File: src/rtl/bmcv_pkg.sv
// ----------------------------------------------------------------------------
// bmcv_pkg
// Shared widths and types for the block mean and variation coefficient block.
// ----------------------------------------------------------------------------
package bmcv_pkg;

   localparam int SAMPLE_W  = 16;
   localparam int COUNT_W   = 13;
   localparam int SUM_W     = 28;
   localparam int SQ_W      = 44;
   localparam int POS_W     = 32;
   localparam int MEAN_W    = 24;
   localparam int CV_W      = 24;
   localparam int MEAN_FRAC = 8;
   localparam int DIV_W     = SUM_W + MEAN_FRAC;
   localparam int SQR_W     = 2 * SUM_W;
   localparam int D_SHIFT   = 32;
   localparam int ROOT_W    = 104;
   localparam int MAX_BLOCK = 4096;

   localparam logic [COUNT_W-1:0] SPAN_RESET = 13'd1024;

   typedef struct packed {
      logic [POS_W-1:0]   start;
      logic [COUNT_W-1:0] length;
      logic [SUM_W-1:0]   sum;
      logic [SQ_W-1:0]    square_sum;
   } job_type;

   typedef struct packed {
      logic [POS_W-1:0]   start;
      logic [COUNT_W-1:0] length;
      logic [MEAN_W-1:0]  mean;
      logic [CV_W-1:0]    cv;
   } result_type;

endpackage

File: src/rtl/bmcv_if.sv
// ----------------------------------------------------------------------------
// bmcv channel interfaces
// Request, response and register write channels with valid/ready.
// ----------------------------------------------------------------------------
interface bmcv_req_if import bmcv_pkg::*; ();
   logic                valid;
   logic                ready;
   logic [SAMPLE_W-1:0] sample;
   logic                last_of_stream;

   modport source (output valid, output sample, output last_of_stream, input ready);
   modport sink   (input valid, input sample, input last_of_stream, output ready);
endinterface

interface bmcv_rsp_if import bmcv_pkg::*; ();
   logic               valid;
   logic               ready;
   logic [POS_W-1:0]   block_start;
   logic [COUNT_W-1:0] block_length;
   logic [MEAN_W-1:0]  mean_value;
   logic [CV_W-1:0]    variation_coeff;

   modport source (output valid, output block_start, output block_length,
                   output mean_value, output variation_coeff, input ready);
   modport sink   (input valid, input block_start, input block_length,
                   input mean_value, input variation_coeff, output ready);
endinterface

interface bmcv_csr_if import bmcv_pkg::*; ();
   logic               valid;
   logic               ready;
   logic [COUNT_W-1:0] span;

   modport source (output valid, output span, input ready);
   modport sink   (input valid, input span, output ready);
endinterface

File: src/rtl/bmcv_calc.sv
// ----------------------------------------------------------------------------
// bmcv_calc
// Sequential block statistics: n*Q - S*S, mean by restoring division and
// variation coefficient by bitwise root search, all but S*S on one shared adder.
// ----------------------------------------------------------------------------
module bmcv_calc import bmcv_pkg::*; (
   input  logic       clock,
   input  logic       reset,
   input  logic       job_valid,
   input  job_type    job,
   output logic       job_ready,
   output logic       res_valid,
   output result_type res,
   input  logic       res_ready
);

   localparam logic [2:0] ST_IDLE = 3'd0;
   localparam logic [2:0] ST_MUL  = 3'd1;
   localparam logic [2:0] ST_DIFF = 3'd2;
   localparam logic [2:0] ST_DIV  = 3'd3;
   localparam logic [2:0] ST_ROOT = 3'd4;
   localparam logic [2:0] ST_HOLD = 3'd5;

   localparam logic [1:0] PH_TMP  = 2'd0;
   localparam logic [1:0] PH_PC   = 2'd1;
   localparam logic [1:0] PH_CAND = 2'd2;
   localparam logic [1:0] PH_TEST = 2'd3;

   localparam int CNT_W   = $clog2(DIV_W);
   localparam int T2_SHIFT = 2 * (CV_W - 1);
   localparam logic [CNT_W-1:0] MUL_LAST = CNT_W'(COUNT_W - 1);
   localparam logic [CNT_W-1:0] DIV_LAST = CNT_W'(DIV_W - 1);

   logic [2:0]         state_ff, state_in;
   logic [1:0]         phase_ff, phase_in;
   logic [CNT_W-1:0]   cnt_ff, cnt_in;
   logic [POS_W-1:0]   start_ff, start_in;
   logic [COUNT_W-1:0] n_ff, n_in;
   logic [SUM_W-1:0]   s_ff, s_in;
   logic [COUNT_W-1:0] nmul_ff, nmul_in;
   logic [ROOT_W-1:0]  mcand_ff, mcand_in;
   logic [ROOT_W-1:0]  acc_ff, acc_in;
   logic [SQR_W-1:0]   s2_ff, s2_in;
   logic [ROOT_W-1:0]  d_ff, d_in;
   logic [DIV_W-1:0]   quo_ff, quo_in;
   logic [ROOT_W-1:0]  p_ff, p_in;
   logic [ROOT_W-1:0]  c_ff, c_in;
   logic [ROOT_W-1:0]  t2_ff, t2_in;
   logic [ROOT_W-1:0]  tmp_ff, tmp_in;
   logic [CV_W-1:0]    bit_ff, bit_in;
   logic [CV_W-1:0]    root_ff, root_in;

   logic [SQR_W-1:0]   s_sq;
   logic [ROOT_W-1:0]  rem_shift;
   logic               alu_sub;
   logic [ROOT_W-1:0]  alu_a, alu_b;
   logic [ROOT_W:0]    alu_sum;
   logic               alu_carry;

   assign s_sq      = s_ff * s_ff;
   assign rem_shift = {acc_ff[ROOT_W-2:0], quo_ff[DIV_W-1]};

   // shared adder; on subtract, carry out set means a >= b
   assign alu_sum   = {1'b0, alu_a} + {1'b0, alu_b ^ {ROOT_W{alu_sub}}}
                      + {{ROOT_W{1'b0}}, alu_sub};
   assign alu_carry = alu_sum[ROOT_W];

   always_comb begin
      alu_sub = 1'b0;
      alu_a   = acc_ff;
      alu_b   = '0;
      unique case (state_ff)
         ST_MUL: begin
            alu_b = nmul_ff[0] ? mcand_ff : '0;
         end
         ST_DIFF: begin
            alu_sub = 1'b1;
            alu_b   = ROOT_W'(s2_ff);
         end
         ST_DIV: begin
            alu_sub = 1'b1;
            alu_a   = rem_shift;
            alu_b   = ROOT_W'(n_ff);
         end
         ST_ROOT: begin
            case (phase_ff)
               PH_TMP: begin
                  alu_a = c_ff;
                  alu_b = t2_ff;
               end
               PH_PC: begin
                  alu_a = p_ff;
                  alu_b = c_ff;
               end
               PH_CAND: begin
                  alu_a = acc_ff;
                  alu_b = tmp_ff;
               end
               default: begin
                  alu_sub = 1'b1;
                  alu_a   = d_ff;
                  alu_b   = acc_ff;
               end
            endcase
         end
         default: ;
      endcase
   end

   always_comb begin
      state_in = state_ff;
      phase_in = phase_ff;
      cnt_in   = cnt_ff;
      start_in = start_ff;
      n_in     = n_ff;
      s_in     = s_ff;
      nmul_in  = nmul_ff;
      mcand_in = mcand_ff;
      acc_in   = acc_ff;
      s2_in    = s2_ff;
      d_in     = d_ff;
      quo_in   = quo_ff;
      p_in     = p_ff;
      c_in     = c_ff;
      t2_in    = t2_ff;
      tmp_in   = tmp_ff;
      bit_in   = bit_ff;
      root_in  = root_ff;
      unique case (state_ff)
         ST_IDLE: begin
            if (job_valid) begin
               start_in = job.start;
               n_in     = job.length;
               s_in     = job.sum;
               nmul_in  = job.length;
               mcand_in = ROOT_W'(job.square_sum);
               acc_in   = '0;
               cnt_in   = '0;
               state_in = ST_MUL;
            end
         end
         ST_MUL: begin
            acc_in   = alu_sum[ROOT_W-1:0];
            mcand_in = mcand_ff << 1;
            nmul_in  = nmul_ff >> 1;
            s2_in    = s_sq;
            cnt_in   = cnt_ff + CNT_W'(1);
            if (cnt_ff == MUL_LAST) begin
               state_in = ST_DIFF;
            end
         end
         ST_DIFF: begin
            d_in     = alu_carry ? (alu_sum[ROOT_W-1:0] << D_SHIFT) : '0;
            quo_in   = {s_ff, {MEAN_FRAC{1'b0}}};
            acc_in   = '0;
            cnt_in   = '0;
            state_in = ST_DIV;
         end
         ST_DIV: begin
            acc_in = alu_carry ? alu_sum[ROOT_W-1:0] : rem_shift;
            quo_in = {quo_ff[DIV_W-2:0], alu_carry};
            cnt_in = cnt_ff + CNT_W'(1);
            if (cnt_ff == DIV_LAST) begin
               root_in = '0;
               if (s_ff == '0) begin
                  state_in = ST_HOLD;
               end else begin
                  p_in     = '0;
                  c_in     = '0;
                  t2_in    = ROOT_W'(s2_ff) << T2_SHIFT;
                  bit_in   = {1'b1, {(CV_W-1){1'b0}}};
                  phase_in = PH_TMP;
                  state_in = ST_ROOT;
               end
            end
         end
         ST_ROOT: begin
            phase_in = phase_ff + 2'd1;
            case (phase_ff)
               PH_TMP: begin
                  tmp_in = alu_sum[ROOT_W-1:0];
               end
               PH_PC: begin
                  acc_in = alu_sum[ROOT_W-1:0];
               end
               PH_CAND: begin
                  acc_in = alu_sum[ROOT_W-1:0];
               end
               default: begin
                  // candidate square against d * 2^32
                  if (alu_carry) begin
                     p_in    = acc_ff;
                     c_in    = tmp_ff >> 1;
                     root_in = root_ff | bit_ff;
                  end else begin
                     c_in = c_ff >> 1;
                  end
                  t2_in  = t2_ff >> 2;
                  bit_in = bit_ff >> 1;
                  if (bit_ff[0]) begin
                     state_in = ST_HOLD;
                  end
               end
            endcase
         end
         ST_HOLD: begin
            if (res_ready) begin
               state_in = ST_IDLE;
            end
         end
         default: begin
            state_in = ST_IDLE;
         end
      endcase
   end

   always_ff @(posedge clock) begin
      if (reset) begin
         state_ff <= ST_IDLE;
         phase_ff <= PH_TMP;
      end else begin
         state_ff <= state_in;
         phase_ff <= phase_in;
      end
   end

   always_ff @(posedge clock) begin
      cnt_ff   <= cnt_in;
      start_ff <= start_in;
      n_ff     <= n_in;
      s_ff     <= s_in;
      nmul_ff  <= nmul_in;
      mcand_ff <= mcand_in;
      acc_ff   <= acc_in;
      s2_ff    <= s2_in;
      d_ff     <= d_in;
      quo_ff   <= quo_in;
      p_ff     <= p_in;
      c_ff     <= c_in;
      t2_ff    <= t2_in;
      tmp_ff   <= tmp_in;
      bit_ff   <= bit_in;
      root_ff  <= root_in;
   end

   assign job_ready  = (state_ff == ST_IDLE);
   assign res_valid  = (state_ff == ST_HOLD);
   assign res.start  = start_ff;
   assign res.length = n_ff;
   assign res.mean   = quo_ff[MEAN_W-1:0];
   assign res.cv     = root_ff;

   a_div_rem_below_n: assert property (@(posedge clock) disable iff (reset)
      (state_ff == ST_DIV) |-> (acc_ff < ROOT_W'(n_ff)))
      else $error("division remainder not below block length");

   a_root_bit_onehot: assert property (@(posedge clock) disable iff (reset)
      (state_ff == ST_ROOT) |-> $onehot(bit_ff))
      else $error("root search bit not one-hot");

   a_root_square_bound: assert property (@(posedge clock) disable iff (reset)
      (state_ff == ST_ROOT) |-> (p_ff <= d_ff))
      else $error("accepted root square exceeds target");

endmodule

File: src/rtl/block_mean_and_cv.sv
// ----------------------------------------------------------------------------
// block_mean_and_cv
// A request that does not close a block is accepted whenever the calculator
// is idle. A closing request starts the calculator; ready then stays low
// until it is idle again, also while an earlier response is stalled. Steps
// on the shared 104-bit adder: multiply, difference, divide, root search
// (skipped when the block sum is zero), hold, then the response register.
// Reset: synchronous, clears counters and position, block size back to 1024.
// ----------------------------------------------------------------------------
module block_mean_and_cv import bmcv_pkg::*; (
   input  logic       clock,
   input  logic       reset,
   bmcv_req_if.sink   req_chan,
   bmcv_rsp_if.source rsp_chan,
   bmcv_csr_if.sink   csr_chan
);

   logic [COUNT_W-1:0]    span_ff, span_in;
   logic [COUNT_W-1:0]    sample_count_ff, sample_count_in;
   logic [SUM_W-1:0]      sum_ff, sum_in;
   logic [SQ_W-1:0]       sq_ff, sq_in;
   logic [POS_W-1:0]      pos_ff, pos_in;
   logic [POS_W-1:0]      cur_start_ff, cur_start_in;
   logic                  rsp_valid_ff, rsp_valid_in;
   result_type            rsp_res_ff, rsp_res_in;

   logic [COUNT_W-1:0]    bs_eff;
   logic [COUNT_W-1:0]    count_next;
   logic [SUM_W-1:0]      sum_next;
   logic [SQ_W-1:0]       sq_next;
   logic [POS_W-1:0]      start_pos;
   logic [2*SAMPLE_W-1:0] x_sq;
   logic                  req_accept;
   logic                  close_block;

   logic                  calc_job_valid;
   logic                  calc_job_ready;
   job_type               calc_job;
   logic                  calc_res_valid;
   logic                  calc_res_ready;
   result_type            calc_res;

   assign x_sq       = req_chan.sample * req_chan.sample;
   assign req_accept = req_chan.valid & req_chan.ready;

   always_comb begin
      if (span_ff == '0) begin
         bs_eff = COUNT_W'(1);
      end else if (span_ff > COUNT_W'(MAX_BLOCK)) begin
         bs_eff = COUNT_W'(MAX_BLOCK);
      end else begin
         bs_eff = span_ff;
      end
   end

   assign count_next  = sample_count_ff + COUNT_W'(1);
   assign sum_next    = sum_ff + SUM_W'(req_chan.sample);
   assign sq_next     = sq_ff + SQ_W'(x_sq);
   assign start_pos   = (sample_count_ff == '0) ? pos_ff : cur_start_ff;
   assign close_block = (count_next >= bs_eff) | req_chan.last_of_stream;

   assign calc_job_valid      = req_accept & close_block;
   assign calc_job.start      = start_pos;
   assign calc_job.length     = count_next;
   assign calc_job.sum        = sum_next;
   assign calc_job.square_sum = sq_next;

   always_comb begin
      span_in         = span_ff;
      sample_count_in = sample_count_ff;
      sum_in          = sum_ff;
      sq_in           = sq_ff;
      pos_in          = pos_ff;
      cur_start_in    = cur_start_ff;
      if (csr_chan.valid) begin
         span_in = csr_chan.span;
      end
      if (req_accept) begin
         cur_start_in = start_pos;
         pos_in       = req_chan.last_of_stream ? '0 : pos_ff + POS_W'(1);
         if (close_block) begin
            sample_count_in = '0;
            sum_in          = '0;
            sq_in           = '0;
         end else begin
            sample_count_in = count_next;
            sum_in          = sum_next;
            sq_in           = sq_next;
         end
      end
   end

   // response register frees the calculator while the response waits
   assign calc_res_ready = ~rsp_valid_ff | rsp_chan.ready;

   always_comb begin
      rsp_valid_in = rsp_valid_ff;
      rsp_res_in   = rsp_res_ff;
      if (calc_res_valid & calc_res_ready) begin
         rsp_valid_in = 1'b1;
         rsp_res_in   = calc_res;
      end else if (rsp_chan.ready) begin
         rsp_valid_in = 1'b0;
      end
   end

   always_ff @(posedge clock) begin
      if (reset) begin
         span_ff         <= SPAN_RESET;
         sample_count_ff <= '0;
         sum_ff          <= '0;
         sq_ff           <= '0;
         pos_ff          <= '0;
         cur_start_ff    <= '0;
         rsp_valid_ff    <= 1'b0;
      end else begin
         span_ff         <= span_in;
         sample_count_ff <= sample_count_in;
         sum_ff          <= sum_in;
         sq_ff           <= sq_in;
         pos_ff          <= pos_in;
         cur_start_ff    <= cur_start_in;
         rsp_valid_ff    <= rsp_valid_in;
      end
   end

   always_ff @(posedge clock) begin
      rsp_res_ff <= rsp_res_in;
   end

   bmcv_calc u_calc (
      .clock     (clock),
      .reset     (reset),
      .job_valid (calc_job_valid),
      .job       (calc_job),
      .job_ready (calc_job_ready),
      .res_valid (calc_res_valid),
      .res       (calc_res),
      .res_ready (calc_res_ready)
   );

   assign req_chan.ready           = calc_job_ready;
   assign csr_chan.ready           = 1'b1;
   assign rsp_chan.valid           = rsp_valid_ff;
   assign rsp_chan.block_start     = rsp_res_ff.start;
   assign rsp_chan.block_length    = rsp_res_ff.length;
   assign rsp_chan.mean_value      = rsp_res_ff.mean;
   assign rsp_chan.variation_coeff = rsp_res_ff.cv;

   a_launch_when_idle: assert property (@(posedge clock) disable iff (reset)
      calc_job_valid |-> calc_job_ready)
      else $error("block closed while calculator busy");

   a_count_below_max: assert property (@(posedge clock) disable iff (reset)
      sample_count_ff < COUNT_W'(MAX_BLOCK))
      else $error("open block count reached maximum block size");

   a_rsp_held: assert property (@(posedge clock) disable iff (reset)
      (rsp_valid_ff & ~rsp_chan.ready) |=> (rsp_valid_ff & $stable(rsp_res_ff)))
      else $error("stalled response dropped or changed");

endmodule

File: src/flat_wrapper.sv
// flat-port wrapper written by rule: the top's interface ports become plain ports
module block_mean_and_cv_flat import bmcv_pkg::*;
  (clock, reset, req_chan_valid, req_chan_sample, req_chan_last_of_stream, req_chan_ready, rsp_chan_valid, rsp_chan_block_start, rsp_chan_block_length, rsp_chan_mean_value, rsp_chan_variation_coeff, rsp_chan_ready, csr_chan_valid, csr_chan_span, csr_chan_ready);
  bmcv_req_if req_chan_i ();
  bmcv_rsp_if rsp_chan_i ();
  bmcv_csr_if csr_chan_i ();
  input  logic clock;
  input  logic reset;
  input wire logic [$bits(req_chan_i.valid)-1:0] req_chan_valid;
  input wire logic [$bits(req_chan_i.sample)-1:0] req_chan_sample;
  input wire logic [$bits(req_chan_i.last_of_stream)-1:0] req_chan_last_of_stream;
  output wire logic [$bits(req_chan_i.ready)-1:0] req_chan_ready;
  output wire logic [$bits(rsp_chan_i.valid)-1:0] rsp_chan_valid;
  output wire logic [$bits(rsp_chan_i.block_start)-1:0] rsp_chan_block_start;
  output wire logic [$bits(rsp_chan_i.block_length)-1:0] rsp_chan_block_length;
  output wire logic [$bits(rsp_chan_i.mean_value)-1:0] rsp_chan_mean_value;
  output wire logic [$bits(rsp_chan_i.variation_coeff)-1:0] rsp_chan_variation_coeff;
  input wire logic [$bits(rsp_chan_i.ready)-1:0] rsp_chan_ready;
  input wire logic [$bits(csr_chan_i.valid)-1:0] csr_chan_valid;
  input wire logic [$bits(csr_chan_i.span)-1:0] csr_chan_span;
  output wire logic [$bits(csr_chan_i.ready)-1:0] csr_chan_ready;
  assign req_chan_i.valid = req_chan_valid;
  assign req_chan_i.sample = req_chan_sample;
  assign req_chan_i.last_of_stream = req_chan_last_of_stream;
  assign req_chan_ready = req_chan_i.ready;
  assign rsp_chan_valid = rsp_chan_i.valid;
  assign rsp_chan_block_start = rsp_chan_i.block_start;
  assign rsp_chan_block_length = rsp_chan_i.block_length;
  assign rsp_chan_mean_value = rsp_chan_i.mean_value;
  assign rsp_chan_variation_coeff = rsp_chan_i.variation_coeff;
  assign rsp_chan_i.ready = rsp_chan_ready;
  assign csr_chan_i.valid = csr_chan_valid;
  assign csr_chan_i.span = csr_chan_span;
  assign csr_chan_ready = csr_chan_i.ready;
  block_mean_and_cv u_core (.clock(clock), .reset(reset), .req_chan(req_chan_i), .rsp_chan(rsp_chan_i), .csr_chan(csr_chan_i));
endmodule
File: config.mk
export PLATFORM = sky130hd
export DESIGN_NAME = block_mean_and_cv_flat
export DESIGN_NICKNAME = d
export VERILOG_FILES = /design/src/rtl/bmcv_pkg.sv /design/src/rtl/bmcv_if.sv /design/src/rtl/bmcv_calc.sv /design/src/rtl/block_mean_and_cv.sv /design/src/flat_wrapper.sv
export SDC_FILE = /design/constraint.sdc
export NUM_CORES = 2
export LEC_CHECK = 0
export BUFFER_PORTS_ARGS = -buffer_cell sky130_fd_sc_hd__buf_2
export CAP_MARGIN = 20
export CORE_ASPECT_RATIO = 1.2
export CORE_UTILIZATION = 60
export DETAILED_ROUTE_END_ITERATION = 16
export GPL_TIMING_DRIVEN = 0
export HOLD_SLACK_MARGIN = 0.12
export PLACE_DENSITY = 0.76
export SYNTH_ARGS = -nofsm -noshare
export SYNTH_HDL_FRONTEND = slang
export SYNTH_HIERARCHICAL = 1
export SYNTH_SLANG_ARGS = --single-unit
File: constraint.sdc
create_clock -name clock -period 16.2 [get_ports clock]
set_input_delay 0.81 -clock clock [delete_from_list [all_inputs] [get_ports clock]]
set_output_delay 0.81 -clock clock [all_outputs]
set_load 0.005 [all_outputs]
## Word level (Yosys, flattened, before mapping)

Index checks and enable logic that the tools add are counted.

- Magnitude comparators: 2
- Multipliers: 2
- Reduce and logical (&&, ||, !) cells: 25
- Muxes and demuxes: 58
- $add $sub $neg: 8
- Bitwise operators: 8
- Equality and inequality tests: 18

Operators by type and width:

| kind | number |
|---|---|
| 104-bit two-way mux | 13 |
| 104-bit one-hot mux with 2 select lines | 5 |
| 104-bit one-hot mux with 3 select lines | 2 |
| 104-bit one-hot mux with 5 select lines | 1 |
| 104-bit one-hot mux with 4 select lines | 1 |
| 24-bit two-way mux | 6 |
| 104-bit by 104-bit adder with 105-bit output | 1 |
| 105-bit by 1-bit adder with 105-bit output | 1 |
| 104-bit bitwise XOR | 1 |
| 103-bit two-way mux | 1 |
| 24-bit one-hot mux with 2 select lines | 2 |
| 36-bit one-hot mux with 2 select lines | 1 |
| 32-bit two-way mux | 2 |
| 28-bit by 28-bit multiplier with 56-bit output | 1 |
| 13-bit two-way mux | 4 |
| 44-bit by 32-bit adder with 44-bit output | 1 |
| 44-bit two-way mux | 1 |
| 32-bit by 1-bit adder with 32-bit output (second input constant) | 1 |
| 16-bit by 16-bit multiplier with 32-bit output | 1 |
| 28-bit by 16-bit adder with 28-bit output | 1 |
| 28-bit zero test | 1 |
| 28-bit two-way mux | 1 |
| 13-bit zero test | 2 |
| 13-bit one-hot mux with 2 select lines | 1 |
| 37 further kinds | 69 |

- Output and inout bits: 96
- Bits in registers: 1,221
- Logic and storage cells: 151
- Bits of input ports: 35

## Logic depth before layout (Yosys ltp)

- Depth in word-level cells: 10
- Gate-level depth with buffers: 31
- Gate-level depth less buffers: 28

## Modules after synthesis

The synthesis kept the hierarchy.

By module, submodules not included:

| module | area an instance (sq um) | instances | cells each | seq. area each (sq um) |
|---|---|---|---|---|
| bmcv_calc | 72,054.1 | 1 | 7,084 | 27,846.7 |
| block_mean_and_cv | 19,552.5 | 1 | 2,078 | 6,055.8 |

## Worst setup path before layout

No wires, ideal clock.

- Path type: reg2reg
- From: register u_core.u_calc.state_ff[1]
- To: register u_core.u_calc.p_ff[0] (enable)
- Clock period less this slack: 14.717 ns
- Setup time: 0.715 ns
- Arrival: 14.002 ns
- Stages on the path, launching flop included: 22
- Required time: 15.485 ns
- Buffers on the path: 4
- Setup slack: 1.483 ns
- Path through: dfxtp_1 > nand2b_1 > nor2_1 > clkbuf_1 > a222oi_1 > xor2_1 > ha_1 > buf_2 > nand4_1 > nor2_1 > o2111ai_1 > a211oi_2 > o211ai_1 > a2111oi_2 > a21oi_1 > o22ai_2 > a21oi_1 > o21ai_1 > buf_2 > buf_4 > a21oi_1 > nor3b_1

- Word-level cells in the longest chain between the ends: 8
- Elaborated cells between the ends (all ways): 17
- Classes of those cells: add/sub (2); eq/ne (8); mux (3); bitwise (1); reduce/logical (3)

RTL lines:

| what | line | source |
|---|---|---|
| from (decl) | bmcv_calc.sv:34 | `logic [2:0] state_ff, state_in;` |
| from (signal assigned) | bmcv_calc.sv:222 | `state_ff <= state_in;` |
| 3-bit by 2-bit equality test with 1-bit output (on tied branches) | bmcv_calc.sv:72, bmcv_calc.sv:129 |  |
| 2-bit OR reduction (no line) | -- |  |
| 1-bit one-hot mux with 2 select lines | bmcv_calc.sv:72 | `unique case (state_ff)` |
| 104-bit bitwise XOR | bmcv_calc.sv:64 | `assign alu_sum = {1'b0, alu_a} + {1'b0, alu_b ^ {ROOT_W{alu_sub}}}` |
| 104-bit by 104-bit adder with 105-bit output | bmcv_calc.sv:64 |  |
| 105-bit by 1-bit adder with 105-bit output | bmcv_calc.sv:65 | `+ {{ROOT_W{1'b0}}, alu_sub};` |
| 2-bit inequality test (no line) | -- |  |
| 5-bit AND reduction (no line) * | -- |  |
| to (signal assigned) | bmcv_calc.sv:238 | `p_ff <= p_in;` |
| to (decl) | bmcv_calc.sv:46 | `logic [ROOT_W-1:0] p_ff, p_in;` |

Mark *: on every way between the ends. The rest lies on a longest branch, timed or not.
A chain may end at the register's enable or synchronous reset.

## Worst setup path after layout

- From: register u_core.u_calc.phase_ff[1]
- To: register u_core.u_calc.p_ff[95] (enable)

- Word-level cells in the longest chain between the ends: 9
- Elaborated cells between the ends (all ways): 16
- Classes of those cells: add/sub (2); eq/ne (4); mux (6); bitwise (1); reduce/logical (3)

RTL lines:

| what | line | source |
|---|---|---|
| from (decl) | bmcv_calc.sv:35 | `logic [1:0] phase_ff, phase_in;` |
| from (signal assigned) | bmcv_calc.sv:223 | `phase_ff <= phase_in;` |
| 2-bit equality test, or another cell as far along | bmcv_calc.sv:86, bmcv_calc.sv:179 |  |
| 3-bit OR reduction (no line) | -- |  |
| 1-bit two-way mux | bmcv_calc.sv:86 | `case (phase_ff)` |
| 1-bit one-hot mux with 2 select lines | bmcv_calc.sv:72 |  |
| 104-bit bitwise XOR | bmcv_calc.sv:64 |  |
| 104-bit by 104-bit adder with 105-bit output | bmcv_calc.sv:64 |  |
| 105-bit by 1-bit adder with 105-bit output | bmcv_calc.sv:65 |  |
| 2-bit inequality test (no line) | -- |  |
| 5-bit AND reduction (no line) * | -- |  |

Marks and branches as above.

==> results.toml <==
[timing]
tns_ns = 0
layout_setup_ws_ns = 5.539
max_freq_mhz = 93.80
relSlewSlack_pct = 6.472
fin_crit_sh_pct = 65.81
tightest_slew_ns = 1.390
rsz0062_at_grt = "no"
whs_ns = 0.2561
skew_ns = 0.05316
setup_viol = 0
period_minus_slack_ns = 10.66
slew_viol_final = 0
hold_violations = 0

[min_path]
holdPathEnd = "u_core/span_ff[7]$_SDFFE_PP0P_"
hp-class = "in2reg"
hold_depth = 3
min_from = "csr_chan_span[7]"

[floorplan]
start_util_pct = 60.64
die_area_sq_um = 154300
ios = 131
die_y_um = 430.0
core-area_sq_um = 151100
die_w_um = 358.7
rows = 156

[synthesis]
seq_area_frac_synth_pct = 37.01
synthDistinctLibCells = 102
synth-simple-area-share_pct = 12.85
synth_xor_area_share_pct = 3.420
synth_top_family_by_area = "adder cells"
ys_async_sr_fraction_pct = 0
ys_warn_count = 6
synthMuxAreaShare_pct = 2.121
synth_edf_count = 1017
synth_nets = 10457
synthesis.instances = 9162
synth.avg_cell_area_sq_um = 9.999
synth_top_area_share_pct = 33.34
synth-seq-cells = 1185
synth_top_area_cell = "edfxtp_1"
yosys-top-cells-area = "edfxtp_1 33%, fa_1 17%, ha_1 6.3%, inv_1 5.2%, nand2_1 4.5%"
synth_flop_cell = "edfxtp_1"
synth_compound_area_share_pct = 13.17
synth-adder-area-share_pct = 23.74
syn_area_sq_um = 91610

[cells_and_area]
stdcell_area_sq_um = 99410
multi_input_area_sq_um = 50710
drive_gt1_share_pct = 6.266
num-fill-cells = 11992
syn_to_final_growth_pct = 8.520
fin_nets = 10753
seq_area_sq_um = 33900

[worst_setup_path]
path_class = "reg2reg"
critPathMaxStageDelay_ns = 0.87
critPathRequiredTime_ns = 16.68
r2r_slack_ns = 5.54
timing.rr.start = "u_core/u_calc/phase_ff[1]$_SDFFE_PP0P_"
crit_arrival_ns = 11.14
crit_start = "u_core/u_calc/phase_ff[1]$_SDFFE_PP0P_"
crit_path_end_kind = "register"
rr_endpoint = "u_core/u_calc/p_ff[95]$_SDFFCE_PN0P_"
cp_max_fo = 13
reg2reg_depth = 29
cp-start-kind = "register"
slowest_stage = "nor3b_2"

[global_routing]
grtUsageTotal_pct = 43.66
grt-ovfl-total = 0
grt_pass1_vias = 73287
grt_pass1_wl_mm = 484.1
grt_max_degree = 65
antenna_found_initial = 15

[clock_tree]
cts_resized = 0
cts_num_sinks = 1185
cts.path.max_buffers = 3
h-tree-depth = 3
clock_latency_ns = 0.79
postCtsHoldBufs = 0
cts_setup_buffers = 0
root_buffer = "clkbuf_16"
clk_pin_slew_ns = 0.07
cts_buffers = 118
cts_tree = "built"

[place]
port_buffers = 128
dpl_cell_area_sq_um = 95520
place_hpwl_mm = 264.6
place_ws_ns = 5.918
gp_congestion = 1.184

[job]
maxCapViolations = 0

[detailed_routing]
drc_errors = 0
ant_nets = 0
firstDrtPassIters = 15
wl_mm = 337.0
vias_per_cell = 6.448
wire_per_inst_um = 29.20
dr.first_iter.drc_count = 11848
num_vias = 74412

[outcome]
status = "finished clean"
## synthesized netlist by cell type (all sizes together) (22+ instances only)
| library cell | n |
|---|---|
| mux2 | 89 |
| or3 | 26 |
| dfxtp | 168 |
| buf | 124 |
| a22o | 34 |
| nor2 | 533 |
| nor2b | 31 |
| xnor2 | 153 |
| edfxtp | 1017 |
| nor3 | 81 |
| o22ai | 69 |
| and2 | 460 |
| a21oi | 507 |
| a221o | 29 |
| clkbuf | 425 |
| nand3 | 100 |
| a222oi | 134 |
| ha | 463 |
| nand4 | 68 |
| a21o | 156 |
| mux2i | 94 |
| fa | 797 |
| inv | 1267 |
| or2 | 23 |
| a31oi | 38 |
| o21bai | 57 |
| a211oi | 36 |
| nand2b | 29 |
| a22oi | 248 |
| o211ai | 22 |
| nand2 | 1098 |
| o21a | 24 |
| o21ai | 346 |
| and3 | 39 |
| xor2 | 203 |
## cells in the final DEF, fill, tap and decap left out, types with 36 or more instances in the layout
| cell | n |
|---|---|
| a21oi_1 | 506 |
| a21o_1 | 155 |
| xnor2_1 | 151 |
| nand3_1 | 100 |
| o21bai_1 | 57 |
| clkbuf_1 | 446 |
| xor2_1 | 203 |
| a22oi_1 | 247 |
| mux2_2 | 89 |
| fa_1 | 797 |
| o22ai_1 | 68 |
| o21ai_0 | 315 |
| buf_4 | 36 |
| a222oi_1 | 134 |
| nor2_1 | 530 |
| mux2i_1 | 94 |
| nand4_1 | 68 |
| clkbuf_16 | 121 |
| edfxtp_1 | 1017 |
| dfxtp_1 | 168 |
| and2_1 | 457 |
| buf_2 | 173 |
| ha_1 | 463 |
| nor3_1 | 81 |
| nand2_1 | 1096 |
| inv_1 | 1261 |
| buf_1 | 41 |
| and3_1 | 39 |
## sequential cells by signal, summed over array words and instances, names as in the netlist, 24 cells and up
signal and cells:
u_core/sum_ff 28, u_core/u_calc/bit_ff 24, u_core/u_calc/s2_ff 55, u_core/u_calc/d_ff 72, u_core/u_calc/root_ff 24, u_core/rsp_chan.mean_value 24
u_core/u_calc/s_ff 28, u_core/u_calc/mcand_ff 104, u_core/rsp_chan.variation_coeff 24, u_core/rsp_chan.block_start 32, u_core/u_calc/tmp_ff 104, u_core/u_calc/t2_ff 102
u_core/sq_ff 44, u_core/u_calc/start_ff 32, u_core/u_calc/acc_ff 104, u_core/u_calc/p_ff 104, u_core/pos_ff 32, u_core/u_calc/c_ff 103
u_core/cur_start_ff 32, u_core/u_calc/quo_ff 36
## stage by stage
| stage | util [%] | instances |
|---|---|---|
| floorplan | - | 9162 |
| global placement | 62.70 | 11265 |
| detailed placement | 63.23 | 11307 |
| CTS | 65.73 | 11528 |
| global route | 65.79 | 11534 |
| finish | 65.80 | 11541 |
## kinds of logic (layout without fill, tap and decap cells)
family	after synthesis	in the layout
other	1	8
multiplexers	183	183
XOR/XNOR	356	356
flip-flops	1185	1185
AO/OA/AOI/OAI	1810	1810
AND/OR/NAND/NOR	2550	2550
adder cells (fa/ha/maj)	1260	1260
buffers and inverters	1817	2214
## critical path: cells and delay by family (launching register included)
kind | cells | cell delay, ns
AND/OR/NAND/NOR | 6 | 1.67
buffers and inverters | 12 | 4.73
AO/OA/AOI/OAI | 9 | 3.02
adder cells (fa/ha/maj) | 2 | 0.49
flip-flops | 1 | 0.38
## metal layers
| metal | share of wire [%] | track usage, % | up-vias |
|---|---|---|---|
| met3 | 14 | 13.35 | 1299 |
| met5 | 0.0080 | 0 | - |
| li1 | - | - | 31652 |
| met2 | 43 | 64.30 | 5417 |
| met1 | 34 | 53.36 | 36040 |
| met4 | 9.9 | 34.00 | 4 |
## worst max path at each step
stage                     cells after the start                              endpoint  slack, ns
after floorplan                              21   u_core/u_calc/p_ff[0]$_SDFFCE_PN0P_       1.48
after global placement                       21  u_core/u_calc/p_ff[32]$_SDFFCE_PN0P_      -7.41
after detailed placement                     27  u_core/u_calc/p_ff[95]$_SDFFCE_PN0P_       5.92
after CTS                                    27  u_core/u_calc/p_ff[86]$_SDFFCE_PN0P_       5.88
after global routing                         29  u_core/u_calc/p_ff[88]$_SDFFCE_PN0P_       5.65
final                                        29  u_core/u_calc/p_ff[95]$_SDFFCE_PN0P_       5.54
## final cells by class
| class | count | share of cell area, % |
|---|---|---|
| Multi-Input combinational cell | 6160 | 51.01 |
| Timing Repair Buffer | 176 | 1.484 |
| Tap cell | 1975 | 2.486 |
| Clock inverter | 64 | 0.5336 |
| Inverter | 1268 | 4.788 |
| Sequential cell | 1185 | 34.10 |
| Clock buffer | 157 | 3.276 |
| Antenna cell | 7 | 0.01762 |
| Buffer | 549 | 2.299 |
Power is not shown: default switching activity piles up to over one toggle a cycle in this logic, so the estimate is an artifact.
